--- src/hdl/tcc_pkg.sv ---
// tcc_pkg: shared types and constants for the touch click classifier
// holds the event codes, register indexes, limit reset values and the limit struct
// no dependencies
`default_nettype none

package tcc_pkg;

    localparam int unsigned TIME_W  = 32;
    localparam int unsigned LIMIT_W = 8;
    localparam int unsigned INDEX_W = 2;

    typedef enum logic [1:0] {
        EV_IDLE   = 2'd0,
        EV_SHORT  = 2'd1,
        EV_DOUBLE = 2'd2,
        EV_LONG   = 2'd3
    } event_t;

    typedef enum logic [INDEX_W-1:0] {
        REG_SHORT_LIMIT   = 2'd0,
        REG_DOUBLE_WINDOW = 2'd1,
        REG_LONG_LIMIT    = 2'd2
    } reg_index_t;

    localparam logic [LIMIT_W-1:0] SHORT_LIMIT_RST   = 8'd200;
    localparam logic [LIMIT_W-1:0] DOUBLE_WINDOW_RST = 8'd250;
    localparam logic [LIMIT_W-1:0] LONG_LIMIT_RST    = 8'd255;

    typedef struct packed {
        logic [LIMIT_W-1:0] short_limit_ms;
        logic [LIMIT_W-1:0] double_window_ms;
        logic [LIMIT_W-1:0] long_limit_ms;
    } limits_t;

endpackage

`default_nettype wire

--- src/hdl/tcc_core.sv ---
// tcc_core: key state, timestamps, pending flags and per-poll event selection
// one poll is classified combinationally and the state advances on step
// depends on tcc_pkg
`default_nettype none

module tcc_core
    import tcc_pkg::*;
(
    input  wire logic              clk,
    input  wire logic              rst_n,
    input  wire logic              step,
    input  wire logic              level,
    input  wire logic [TIME_W-1:0] now,
    input  wire limits_t           limits,
    output event_t                 ev
);

    logic              is_pressed_reg,     is_pressed_next;
    logic [TIME_W-1:0] press_time_reg,     press_time_next;
    logic [TIME_W-1:0] release_time_reg,   release_time_next;
    logic [TIME_W-1:0] click_time_reg,     click_time_next;
    logic [TIME_W-1:0] double_time_reg,    double_time_next;
    logic              click_pending_reg,  click_pending_next;
    logic              double_pending_reg, double_pending_next;
    logic              long_pending_reg,   long_pending_next;

    logic [TIME_W-1:0]  hold;
    logic [TIME_W-1:0]  since_click;
    logic [TIME_W-1:0]  since_double;
    logic [TIME_W-1:0]  since_release;
    logic [LIMIT_W:0]   limit_sum;
    logic               release_edge;
    logic               click_pend_mid;
    logic               double_pend_mid;
    logic               long_pend_mid;

    assign release_edge  = !level && is_pressed_reg;
    assign hold          = now - press_time_reg;
    assign since_click   = now - click_time_reg;
    assign since_double  = now - double_time_reg;
    assign limit_sum     = {1'b0, limits.short_limit_ms} + {1'b0, limits.double_window_ms};

    always_comb
    begin
        is_pressed_next   = is_pressed_reg;
        press_time_next   = press_time_reg;
        release_time_next = release_time_reg;
        click_time_next   = click_time_reg;
        double_time_next  = double_time_reg;
        click_pend_mid    = click_pending_reg;
        double_pend_mid   = double_pending_reg;
        long_pend_mid     = long_pending_reg;

        if (level && !is_pressed_reg)
        begin
            press_time_next = now;
            is_pressed_next = 1'b1;
        end
        else if (release_edge)
        begin
            release_time_next = now;
            is_pressed_next   = 1'b0;
            if (hold <= TIME_W'(limits.short_limit_ms))
            begin
                if (since_click <= TIME_W'(limits.double_window_ms) &&
                    since_double > TIME_W'(limit_sum))
                begin
                    double_pend_mid  = 1'b1;
                    double_time_next = now;
                end
                click_pend_mid  = 1'b1;
                click_time_next = now;
            end
            else if (hold >= TIME_W'(limits.long_limit_ms))
            begin
                long_pend_mid = 1'b1;
            end
        end

        since_release = now - release_time_next;

        click_pending_next  = click_pend_mid;
        double_pending_next = double_pend_mid;
        long_pending_next   = long_pend_mid;

        priority if (click_pend_mid && double_pend_mid)
        begin
            ev                  = EV_DOUBLE;
            click_pending_next  = 1'b0;
            double_pending_next = 1'b0;
        end
        else if (click_pend_mid && since_release > TIME_W'(limits.double_window_ms))
        begin
            ev                 = EV_SHORT;
            click_pending_next = 1'b0;
        end
        else if (long_pend_mid)
        begin
            ev                = EV_LONG;
            long_pending_next = 1'b0;
        end
        else
        begin
            ev = EV_IDLE;
        end
    end

    always_ff @(posedge clk or negedge rst_n)
    begin
        if (!rst_n)
        begin
            is_pressed_reg     <= 1'b0;
            press_time_reg     <= '0;
            release_time_reg   <= '0;
            click_time_reg     <= '0;
            double_time_reg    <= '0;
            click_pending_reg  <= 1'b0;
            double_pending_reg <= 1'b0;
            long_pending_reg   <= 1'b0;
        end
        else if (step)
        begin
            is_pressed_reg     <= is_pressed_next;
            press_time_reg     <= press_time_next;
            release_time_reg   <= release_time_next;
            click_time_reg     <= click_time_next;
            double_time_reg    <= double_time_next;
            click_pending_reg  <= click_pending_next;
            double_pending_reg <= double_pending_next;
            long_pending_reg   <= long_pending_next;
        end
    end

`ifndef SYNTHESIS
    a_press_tracks: assert property (@(posedge clk) disable iff (!rst_n)
        step && level |=> is_pressed_reg)
        else $error("key not marked pressed after touched poll");

    a_release_tracks: assert property (@(posedge clk) disable iff (!rst_n)
        step && !level |=> !is_pressed_reg)
        else $error("key still marked pressed after released poll");

    a_double_clears: assert property (@(posedge clk) disable iff (!rst_n)
        step && ev == EV_DOUBLE |=> !click_pending_reg && !double_pending_reg)
        else $error("pending flags left after double click");

    a_long_clears: assert property (@(posedge clk) disable iff (!rst_n)
        step && ev == EV_LONG |=> !long_pending_reg)
        else $error("long pending left after long click");

    a_double_needs_click: assert property (@(posedge clk) disable iff (!rst_n)
        double_pending_reg |-> click_pending_reg)
        else $error("double pending without click pending");
`endif

endmodule

`default_nettype wire

--- src/hdl/touch_click_classifier_unit.sv ---
// touch_click_classifier_unit: top level of the touch click classifier
// input register, limit registers, result register around tcc_core
// depends on tcc_pkg and tcc_core
//
// usage
//   each request on the input channel is one poll of the key: touch_level and
//   time_now in ms. every poll gives exactly one event_code on the output
//   channel: idle, short click, double click or long click.
//   limits are written through the cfg channel (index 0 short limit, 1 double
//   window, 2 long limit, index 3 ignored); cfg_ready is always high and
//   writes are meant for idle periods only.
//   path: a request lands in the input register and is then classified
//   into the result register.
//   throughput: one poll per cycle while the result side does not stall; the
//   classify logic is a handful of 32-bit subtract and compare paths, so a poll
//   finishes in the cycle it leaves the input register.
//   stall: while out_ready is low the result register holds and the input
//   register keeps one more poll; in_ready drops only when both are full.
//   reset: limits return to 200, 250 and 255 ms, key released, all
//   timestamps zero, no pending events, both stages empty.
`default_nettype none

module touch_click_classifier_unit
    import tcc_pkg::*;
(
    input  wire logic               clk,
    input  wire logic               rst_n,
    input  wire logic               in_valid,
    output logic                    in_ready,
    input  wire logic               touch_level,
    input  wire logic [TIME_W-1:0]  time_now,
    output logic                    out_valid,
    input  wire logic               out_ready,
    output logic [1:0]              event_code,
    input  wire logic               cfg_valid,
    output logic                    cfg_ready,
    input  wire logic [INDEX_W-1:0] cfg_index,
    input  wire logic [LIMIT_W-1:0] cfg_data
);

    logic              in_valid_reg;
    logic              level_reg;
    logic [TIME_W-1:0] time_reg;
    logic              out_valid_reg;
    event_t            event_reg;
    limits_t           limits_reg;
    logic              step;
    logic              out_free;
    event_t            ev;

    assign out_free  = !out_valid_reg || out_ready;
    assign step      = in_valid_reg && out_free;
    assign in_ready  = !in_valid_reg || out_free;
    assign cfg_ready = 1'b1;

    assign out_valid  = out_valid_reg;
    assign event_code = event_reg;

    always_ff @(posedge clk or negedge rst_n)
    begin
        if (!rst_n)
        begin
            limits_reg.short_limit_ms   <= SHORT_LIMIT_RST;
            limits_reg.double_window_ms <= DOUBLE_WINDOW_RST;
            limits_reg.long_limit_ms    <= LONG_LIMIT_RST;
        end
        else if (cfg_valid)
        begin
            unique case (cfg_index)
                REG_SHORT_LIMIT:   limits_reg.short_limit_ms   <= cfg_data;
                REG_DOUBLE_WINDOW: limits_reg.double_window_ms <= cfg_data;
                REG_LONG_LIMIT:    limits_reg.long_limit_ms    <= cfg_data;
                default:           ;
            endcase
        end
    end

    always_ff @(posedge clk or negedge rst_n)
    begin
        if (!rst_n)
        begin
            in_valid_reg  <= 1'b0;
            out_valid_reg <= 1'b0;
        end
        else
        begin
            if (in_ready)
            begin
                in_valid_reg <= in_valid;
            end
            if (out_free)
            begin
                out_valid_reg <= step;
            end
        end
    end

    // payload registers
    always_ff @(posedge clk)
    begin
        if (in_ready && in_valid)
        begin
            level_reg <= touch_level;
            time_reg  <= time_now;
        end
        if (step)
        begin
            event_reg <= ev;
        end
    end

    tcc_core u_core (
        .clk    (clk),
        .rst_n  (rst_n),
        .step   (step),
        .level  (level_reg),
        .now    (time_reg),
        .limits (limits_reg),
        .ev     (ev)
    );

endmodule

`default_nettype wire

--- config.mk ---
export PLATFORM = sky130hd
export DESIGN_NAME = touch_click_classifier_unit
export DESIGN_NICKNAME = d
export VERILOG_FILES = /design/src/hdl/tcc_pkg.sv /design/src/hdl/tcc_core.sv /design/src/hdl/touch_click_classifier_unit.sv
export SDC_FILE = /design/constraint.sdc
export NUM_CORES = 1
export LEC_CHECK = 0
export ABC_AREA = 1
export BUFFER_PORTS_ARGS = -buffer_cell sky130_fd_sc_hd__buf_4
export CAP_MARGIN = 40
export CELL_PAD_IN_SITES_DETAIL_PLACEMENT = 0
export CELL_PAD_IN_SITES_GLOBAL_PLACEMENT = 1
export CORE_UTILIZATION = 35
export CTS_BUF_LIST = sky130_fd_sc_hd__clkbuf_4
export CTS_CLUSTER_SIZE = 8
export DETAILED_ROUTE_END_ITERATION = 7
export PLACE_DENSITY_LB_ADDON = 0.12
export SLEW_MARGIN = 15
export SYNTH_ARGS = -nofsm -noshare
export SYNTH_HDL_FRONTEND = slang
export SYNTH_SLANG_ARGS = --single-unit
export TNS_END_PERCENT = 30
--- constraint.sdc ---
create_clock -name clk -period 8.85 [get_ports clk]
set_input_delay 0.885 -clock clk [delete_from_list [all_inputs] [get_ports clk]]
set_output_delay 0.885 -clock clk [all_outputs]
set_load 0.005 [all_outputs]
=== Word level (Yosys, flattened, before mapping) ===
Index checks and enable logic that the tools add are counted.

* Register bits after elaboration: 193
* Input port bits: 48
* Output and inout port bits: 5
* Logic and storage cells: 73

* $add $sub $neg: 5
* Order comparisons: 5
* Eq/ne operators: 2
* Mux-type cells: 22
* Bitwise operators: 1
* Reduce and logical (&&, ||, !) cells: 22

{| class="wikitable"
|+ Operators by type and width
! cell !! number
|-
| subtractor 32 bit || 4
|-
| less-or-equal comparator 32 x 8 -> 1 bit || 2
|-
| 2-to-1 mux 32 bit || 2
|-
| greater-or-equal comparator 32 x 8 -> 1 bit || 1
|-
| greater-than comparator 32 x 8 -> 1 bit || 1
|-
| greater-than comparator 32 x 9 -> 1 bit || 1
|-
| 2-to-1 mux 1 bit || 18
|-
| AND reduction 2 bit || 5
|-
| adder 8 x 8 -> 9 bit || 1
|-
| logical AND 1 bit || 7
|-
| AND reduction 5 bit || 1
|-
| logical NOT 1 bit || 4
|-
| 2-to-1 mux 2 bit || 2
|-
| AND reduction 4 bit || 1
|-
| equality test 2 x 1 -> 1 bit, second input constant || 1
|-
| equality test 2 bit, second input constant || 1
|-
| logical NOT 2 bit || 1
|-
| logical OR 1 bit || 2
|-
| nonzero test 2 bit || 1
|-
| inverter 1 bit || 1
|}

=== Depth between registers and ports, before layout ===
Gate-level depths: netlist of the first run.

* Depth after elaboration: 9
* Depth in mapped cells: 31
* Gate-level depth less buffers: 29

=== Modules after synthesis ===
From an unflattened synthesis of the first run, not the netlist that was laid out.

* Cell total of the unflattened synthesis: 2,862
* Area, all modules: 18,227.5 µm²

{| class="wikitable"
|+ By module, submodules not included
! module !! times used !! cells an instance !! area an instance (µm²) !! seq. area each (µm²)
|-
| tcc_core || 1 || 2,707 || 16,010.4 || 3,303.2
|-
| touch_click_classifier_unit || 1 || 155 || 2,217.1 || 1,722.9
|}

=== Worst setup path after synthesis of the first run ===
No wires, ideal clock.

* Path type: register -> register
* From: reg u_core.is_pressed_reg
* To: reg event_reg[0] (netlist: event_code[0]) (data pin)
* Setup time: 249 ps
* Data arrival time: 3,629 ps
* Data required time: 8,601 ps
* Slack: 4,971 ps
* Cell stages (with the launch flop): 31
* Buffers on the path: 2
* Period minus slack after synthesis: 3,879 ps
* Cells stage by stage: dfrtp_1 -> inv_1 -> ha_1 -> inv_1 -> nand2_1 -> buf_2 -> clkbuf_1 -> nand2_1 -> o21ai_0 -> ha_1 -> inv_1 -> fa_1 -> inv_1 -> nor2_1 -> nand2_1 -> nand3_1 -> xor2_1 -> ha_1 -> nand2_1 -> nor2_1 -> nand4_1 -> nand2_1 -> nand3_1 -> nor2_1 -> nand3_1 -> nor2_1 -> nand3_1 -> o21ai_1 -> nand3_1 -> nand2_1 -> inv_1

* Cells in the longest elaborated chain, start to end: 7
* Elaborated cells on any way between the ends: 17
* Classes of those cells: 1 x add/sub; 1 x order compare; 10 x mux; 5 x reduce/logical

{| class="wikitable"
|+ RTL lines
! element !! RTL line !! text
|-
| start, declared || tcc_core.sv:18 || <nowiki>logic is_pressed_reg, is_pressed_next;</nowiki>
|-
| start signal, assigned || tcc_core.sv:123 || <nowiki>is_pressed_reg <= is_pressed_next;</nowiki>
|-
| logical AND 1 bit / logical NOT 1 bit (equally long branches) || tcc_core.sv:37, tcc_core.sv:54 ||
|-
| 2-to-1 mux 32 bit / logical AND 1 bit (equally long branches) || tcc_core.sv:59, tcc_core.sv:54 ||
|-
| 2-to-1 mux 32 bit (*) || tcc_core.sv:54 || <nowiki>if (level && !is_pressed_reg)</nowiki>
|-
| via u_core.release_time_next[0] || tcc_core.sv:20 || <nowiki>logic [TIME_W-1:0] release_time_reg, release_time_next;</nowiki>
|-
| subtractor 32 bit (*) || tcc_core.sv:80 || <nowiki>since_release = now - release_time_next;</nowiki>
|-
| greater-than comparator 32 x 8 -> 1 bit (*) || tcc_core.sv:92 || <nowiki>else if (click_pend_mid && since_release > TIME_W'(limits.double_window_ms))</nowiki>
|-
| logical AND 1 bit (*) || tcc_core.sv:92 ||
|-
| 2-to-1 mux 2 bit (*) || tcc_core.sv:92 ||
|-
| end signal, assigned || touch_click_classifier_unit.sv:108 || <nowiki>event_reg <= ev;</nowiki>
|-
| end, declared || touch_click_classifier_unit.sv:45 || <nowiki>event_t event_reg;</nowiki>
|}

The timed path passes the listed nets; every way through them passes the cells marked *.
A chain may end at the register's enable or synchronous reset.

=== Worst setup path in the final report of the first run ===
* From: reg u_core.is_pressed_reg
* To: reg event_reg[0] (netlist: event_code[0]) (data pin)

* Cells in the longest elaborated chain, start to end: 7
* Elaborated cells on any way between the ends: 17
* Classes of those cells: 1 x add/sub; 1 x order compare; 10 x mux; 5 x reduce/logical

{| class="wikitable"
|+ RTL lines
! element !! RTL line
|-
| logical AND 1 bit / logical NOT 1 bit (equally long branches) || tcc_core.sv:37, tcc_core.sv:54
|-
| 2-to-1 mux 32 bit / logical AND 1 bit (equally long branches) || tcc_core.sv:59, tcc_core.sv:54
|-
| 2-to-1 mux 32 bit || tcc_core.sv:54
|-
| subtractor 32 bit || tcc_core.sv:80
|-
| greater-than comparator 32 x 8 -> 1 bit || tcc_core.sv:92
|-
| logical AND 1 bit || tcc_core.sv:92
|-
| 2-to-1 mux 2 bit || tcc_core.sv:92
|}

Several ways; a longest one is shown, not always the timed one.

==> results.md, run 1 <==
* FILL cells at 5,792
* Vias in the first global route at 17.5k
* Final Critical Period at 5080 ps
* Hold Vio Cnt, Final at 0
* P_int at 0.00229 W
* Routed wire length at 67,400 µm
* DR vias at 18.3k
* PD cells at 242 nW/µm²
* Initial Utilization at 0.357
* RSZ-0062 raised after global routing: false
* FF+latch count, synth at 193
* Power Total at 0.00483 W
* Leakage power at 10.9 nW
* Register share of total power at 0.255
* Worst Hold Class: in -> reg
* Clock Power Share at 0.106
* Die X at 232 µm
* Slew @ Worst Pin at 786 ps
* Crit share post-route at 0.574
* Multi-input gate area at 11,100 µm²
* Clock Latency Late Sink at 680 ps
* Number of clock sinks at 193
* MaxCap Viol Count at 0
* Post-DP HPWL at 55,200 µm
* Setup tns final at 0 ps
* Initial DRC count at 1,200
* Initial antenna violation count at 4
* Gate Count Post-Synth at 2,966
* Placement Cell Area at 19,600 µm²
* Max VDD drop at 0.104 mV
* R2R Path Start: u_core.is_pressed_reg
* DIE AREA at 53,700 µm²
* Register area at 5030 µm²
* Switch share at 0.525
* Global-route wire length before repair at 103,000 µm
* Cell Area, Synth at 18,500 µm²
* Core Box Area at 51,700 µm²
* DR pass1 iterations at 7
* Via density at 4.93
* Mean Syn Cell Area at 6.23 µm²
* R2R Setup Slk at 3770 ps
* Share of cells above drive strength 1 at 0.0529
* Bufs on Longest Clock Path at 2
* Residual DRC at 0
* Synth unique cells at 49
* Largest net degree at the start of global routing at 87
* Post-route cell area at 20,000 µm²
* Fin nets at 3,237
* GPL Wtd Cong at 0.927
* DP Cell Count at 3,669
* Combinational fraction of design power at 0.639
* Num ports at 53
* Synth async-reset ratio at 0.819
* Htree depth at 4
* Clock edge transition at the registers on the reported setup and hold paths at 180 ps
* Most common flop cell mapped by yosys: dfrtp_1
* Post-synthesis sequential area ratio at 0.272
* WL/cell at 18.2 µm
* Input/output buffers at 51
* Core Rows at 83
* Num CTS Buffers at 17
* Hold_sp: time_now[22]
* Worst Path Required at 9300 ps
* Most frequent cells after synthesis: nand2_1, inv_1, nor2_1
* Overflow after GRT at 0
* Post_cts resized at 0
* Finished Layout Cells at 3,705
* Setup-failing EPs final at 0
* DIE HEIGHT at 232 µm
* Number of synthesized flops with an enable pin at 35
* Max FO, Critical Path at 67
* Fmax at 0.197 GHz
* Outcome: complete, no violations
* Psw at 0.00254 W
* Root Buffer: clkbuf_4
* Crit path capture type: register
* Crit Path Class: reg -> reg
* Arrival time worst endpoint at 5530 ps
* Fin. max-slew vios at 0
* Syn nets at 3,192
* Startpoint Class: register
* Antenna-violating nets left at 0
* Yosys warnings at 0
* TritonCTS clock tree: yes
* Most common cell in the netlist: nand2_1
* Synth area leaders: nand2_1, dfrtp_1, ha_1, inv_1, edfxtp_1
* Cell taking the most area after synthesis: nand2_1
* Area Overhead vs Synth at 8.17%
* Layout Skew at 37.5 ps
* Total track usage at 0.256
* Origin of the worst setup path: u_core.is_pressed_reg
* Area fraction of the dominant cell type after synthesis at 0.213
* Relative slew slack at 0.476
## power groups by stage
stage / clock [W] / combinational (W) / sequential, W
2_1_floorplan: 0 / 0.00220 / 0.00118
3_5_place_dp: 0 / 0.00308 / 0.00125
5_1_grt: 0.000557 / 0.00354 / 0.00125
3_3_place_gp: 0 / 0.00307 / 0.00124
6_report: 0.000513 / 0.00308 / 0.00123
4_1_cts: 0.000531 / 0.00309 / 0.00123
## through the flow
stage | setup slack, ps | hold slack (ps) | util
after detailed placement | 3750 | 458 | 0.380
after global routing | 3310 | 327 | 0.386
after CTS | 3720 | 251 | 0.385
after global placement | 3790 | 454 | 0.378
final | 3770 | 372 | 0.386
after floorplan | 4970 | 442 | -
## worst max-delay path, cell delays in order (launching register included)
cell and delay, ps:
dfrtp_1 420, inv_1 60, ha_1 180, inv_1 60
nand2_2 50, buf_4 490, o21ai_0 280, ha_1 340
a21oi_1 70, o21ai_1 430, nand2_1 100, nand2_1 170
xor2_1 120, ha_1 310, nand2_1 80, nor2_1 200
nand4_1 150, nand2_1 170, nand3_1 150, nor2_1 140
nand3_1 70, nor2_1 150, nand3_1 180, o21ai_1 270
nand3_1 100, nand2_1 80, inv_1 40
## metal layers
layer	global-route usage	up-vias	share of wire
met4	0.0892	2	0.031
met5	0	-	0.00016
met3	0.0235	81	0.033
li1	-	9342	-
met2	0.432	346	0.47
met1	0.340	8480	0.47
## logic make-up after synthesis
logic type,share of synthesized area
AND/OR/NAND/NOR,0.351
buffers and inverters,0.128
AO/OA/AOI/OAI,0.103
flip-flops,0.272
adder cells (fa/ha/maj),0.123
XOR/XNOR,0.0223
other,0.000203
## path summary, 6_finish.rpt
check                      depth (start not counted)                          end
min reg2reg                                        2   u_core.double_time_reg[13]
max reg2reg                                       26                event_code[0]
max                                               26                event_code[0]
max in group asynchronous                          5  u_core.release_time_reg[15]
min                                                1                 time_reg[22]
min in group asynchronous                          2                 in_valid_reg
## layout make-up
| cell class | instances | share of cell area |
|---|---|---|
| Clock inverter | 14 | 0.00739 |
| Sequential cell | 193 | 0.252 |
| Antenna cell | 1 | 0.000125 |
| Timing Repair Buffer | 68 | 0.0291 |
| Inverter | 569 | 0.107 |
| Tap cell | 680 | 0.0426 |
| Clock buffer | 18 | 0.00677 |
| Multi-Input combinational cell | 2162 | 0.555 |
## repair_timing
item	CTS	global route
endpoints found under the setup margin	0	0
buffers inserted	0	0
hold buffers	0	1
endpoints found under the hold margin	0	2
## cells in the final DEF (no fill, tap or decap), drive strengths merged, types with 2 or more instances in the layout
cell type | netlist | layout
clkbuf | 21 | 18
o21a | 5 | 5
nor2 | 254 | 254
dfstp | 17 | 17
o21bai | 14 | 14
nand4 | 25 | 25
clkinv | 3 | 7
nand3b | 22 | 22
nor3 | 38 | 38
nand2 | 1054 | 1054
xor2 | 30 | 30
a21o | 6 | 6
a21boi | 7 | 7
o21ai | 184 | 184
inv | 566 | 574
fa | 5 | 5
xnor2 | 17 | 17
a21oi | 133 | 133
edfxtp | 35 | 35
o211ai | 3 | 3
and2 | 9 | 9
nand3 | 173 | 173
nor4 | 2 | 2
ha | 173 | 173
buf | 21 | 67
dfrtp | 141 | 141
Note: power is estimated with default switching activity, not from simulation.
==> inputs of run 2 (changes only) <==
==> constraint.sdc (replaced) <==
create_clock -name clk -period 4.2 [get_ports clk]
set_input_delay 0.42 -clock clk [delete_from_list [all_inputs] [get_ports clk]]
set_output_delay 0.42 -clock clk [all_outputs]
set_load 0.005 [all_outputs]
==> results.md, run 2 (synthesis results as in run 1) <==
* Outcome: complete, no violations
* MaxCap Viol Count at 0 (unchanged)
* Final Critical Period at 3960 ps (-1120 ps)
* DIE AREA at 53,700 µm² (unchanged)
* Core Rows at 83 (unchanged)
* RSZ-0062 raised after global routing: true
* Crit-path cells: ha_2 > nand2_1 > nand3_2 > nand2_1 > nand2_2 > xor2_1 > ha_1 > a21oi_1 > nor2_1 > nor2_1 > nand2_1 > nand2_2 > nand3_1 > nor2_1 > nand3_1 > nor3_2 > nand3_1 > nor2_2 > buf_6 > and2_4 > nand3_4 > clkbuf_16 > o21ai_1 > inv_1
* Worst Hold Class: in -> reg
* Leakage power at 11.6 nW (+6.0%)
* Crit-path slowest cell: edfxtp_1
* Setup-failing EPs final at 0 (unchanged)
* Num ports at 53 (unchanged)
* Residual DRC at 0 (unchanged)
* Fmax at 0.252 GHz (+28%)
* Input/output buffers at 51 (unchanged)
* Clock edge transition at the registers on the reported setup and hold paths at 160 ps (-20 ps)
* Initial antenna violation count at 2 (-2)
* FILL cells at 5,719 (-1.3%)
* DIE HEIGHT at 232 µm (unchanged)
* Max FO, Critical Path at 6 (-91%)
* Layout Skew at 33.3 ps (-4.20 ps)
* Placement Cell Area at 20,200 µm² (+2.9%)
* Largest net degree at the start of global routing at 98 (+13%)
* Antenna-violating nets left at 0 (unchanged)
* Bufs on Longest Clock Path at 2 (unchanged)
* Htree depth at 4 (unchanged)
* Register share of total power at 0.240 (-0.015)
* Hold Vio Cnt, Final at 0 (unchanged)
* CP peak stage delay at 480 ps (about the same)
* Commonest cells after routing, fill and taps aside: nand2_1, inv_1, nor2_1
* Num CTS Buffers at 17 (unchanged)
* Initial Utilization at 0.357 (unchanged)
* Switch share at 0.513 (-0.0129)
* Number of clock sinks at 193 (unchanged)
* Startpoint Class: register
* Most common cell after layout, fill and taps aside: nand2_1
* Crit share post-route at 0.943 (+0.369)
* Relative slew slack at 0.462 (-0.0136)
* Clock Power Share at 0.102 (-0.004)
* PD cells at 504 nW/µm² (+110%)
* Finished Layout Cells at 3,836 (+3.5%)
* Die X at 232 µm (unchanged)
* WL/cell at 18.5 µm (+1.6%)
* Post-route cell area at 21,300 µm² (+6.7%)
* DR vias at 18.7k (+2.4%)
* Arrival time worst endpoint at 4540 ps (-990 ps)
* Crit Path Class: reg -> reg
* Combinational fraction of design power at 0.658 (+0.019)
* Global-route wire length before repair at 108,000 µm (+4.7%)
* Vias in the first global route at 18.2k (+3.6%)
* TritonCTS clock tree: yes
* Initial DRC count at 1,020 (-15%)
* Area Overhead vs Synth at 15.5%
* Worst Path Required at 4780 ps (-4520 ps)
* Routed wire length at 70,900 µm (+5.2%)
* Root Buffer: clkbuf_4
* P_int at 0.00524 W (+130%)
* Total track usage at 0.266 (+0.00955)
* Share of cells above drive strength 1 at 0.0932 (+0.0403)
* Clock Latency Late Sink at 680 ps (about the same)
* DR pass1 iterations at 5 (-2)
* Max VDD drop at 0.231 mV (+120%)
* Fin nets at 3,367 (+4.0%)
* Slew @ Worst Pin at 807 ps (+20.5 ps)
* Power Total at 0.0108 W (+120%)
* Core Box Area at 51,700 µm² (unchanged)
* Top Family by Delay on Critical Path: simple AND/OR/NAND/NOR gates
* Overflow after GRT at 0 (unchanged)
* Crit path capture type: register
* GPL Wtd Cong at 0.924 (-0.31%)
* Via density at 4.87 (-1.1%)
* DP Cell Count at 3,741 (+2.0%)
* Crit path buf inv count at 3 (-1)
* Fin. max-slew vios at 0 (unchanged)
* Psw at 0.00551 W (+120%)
* Post-DP HPWL at 57,600 µm (+4.3%)
==> run 2: metrics by stage <==
stage	setup TNS (ps)	setup WS [ps]	hold WS, ps	utilization
2_1_floorplan	0	321	124	-
3_3_place_gp	0	51.6	441	0.391
3_5_place_dp	-345	-41.3	445	0.391
4_1_cts	0	48.0	1.24	0.404
5_1_grt	-57.6	-21.8	26.0	0.412
6_report	0	238	79.5	0.412
==> run 2: area by class of cell <==
| cell class | count | area, µm² | area share |
|---|---|---|---|
| Multi-Input combinational cell | 2163 | 11300 | 0.530 |
| Clock inverter | 12 | 133 | 0.00622 |
| Timing Repair Buffer | 197 | 1710 | 0.0804 |
| Inverter | 569 | 2140 | 0.100 |
| Antenna cell | 2 | 5.00 | 0.000235 |
| Sequential cell | 193 | 5030 | 0.236 |
| Tap cell | 680 | 851 | 0.0399 |
| Clock buffer | 20 | 150 | 0.00704 |
==> run 2: path summary, 6_finish.rpt <==
check,startpoint,depth (start not counted),endpoint,slack [ps]
max in group asynchronous,rst_n,3,u_core.release_time_reg[17],2910
hold reg to reg,u_core.double_time_reg[20],2,u_core.double_time_reg[20],490
setup reg to reg,time_reg[2],24,u_core.double_time_reg[0],240
hold / removal,cfg_data[7],3,limits_reg[23],80
min in group asynchronous,rst_n,2,u_core.press_time_reg[3],270
setup / recovery,time_reg[2],24,u_core.double_time_reg[0],240
==> run 2: power groups by stage <==
stage	logic [W]	clock network [W]	registers, W
2_1_floorplan	0.00463	0	0.00249
3_3_place_gp	0.00689	0	0.00261
3_5_place_dp	0.00687	0	0.00262
4_1_cts	0.00695	0.00112	0.00258
5_1_grt	0.00804	0.00119	0.00262
6_report	0.00707	0.00109	0.00258
==> run 2: timing repair <==
action | 4_1_cts | 5_1_grt
endpoints found under the hold margin | 84 | 0
gates resized for setup | 1 | 56
cloned | 0 | 6
hold buffers | 39 | 0
buffers inserted | 1 | 15
endpoints found under the setup margin | 32 | 37
pin swaps | 0 | 17
==> run 2: routing by layer <==
layer	up-vias	GRT usage	part of all wire	wire length (µm)
li1	9596	-	-	-
met1	8737	0.371	0.49	34800
met2	294	0.444	0.46	32900
met3	53	0.0233	0.028	1960
met4	0	0.0557	0.017	1230
met5	-	0	0	0
==> run 2: worst min-delay path, stage by stage <==
cell	delay [ps]
buf_4	110
inv_1	110
o21ai_0	110
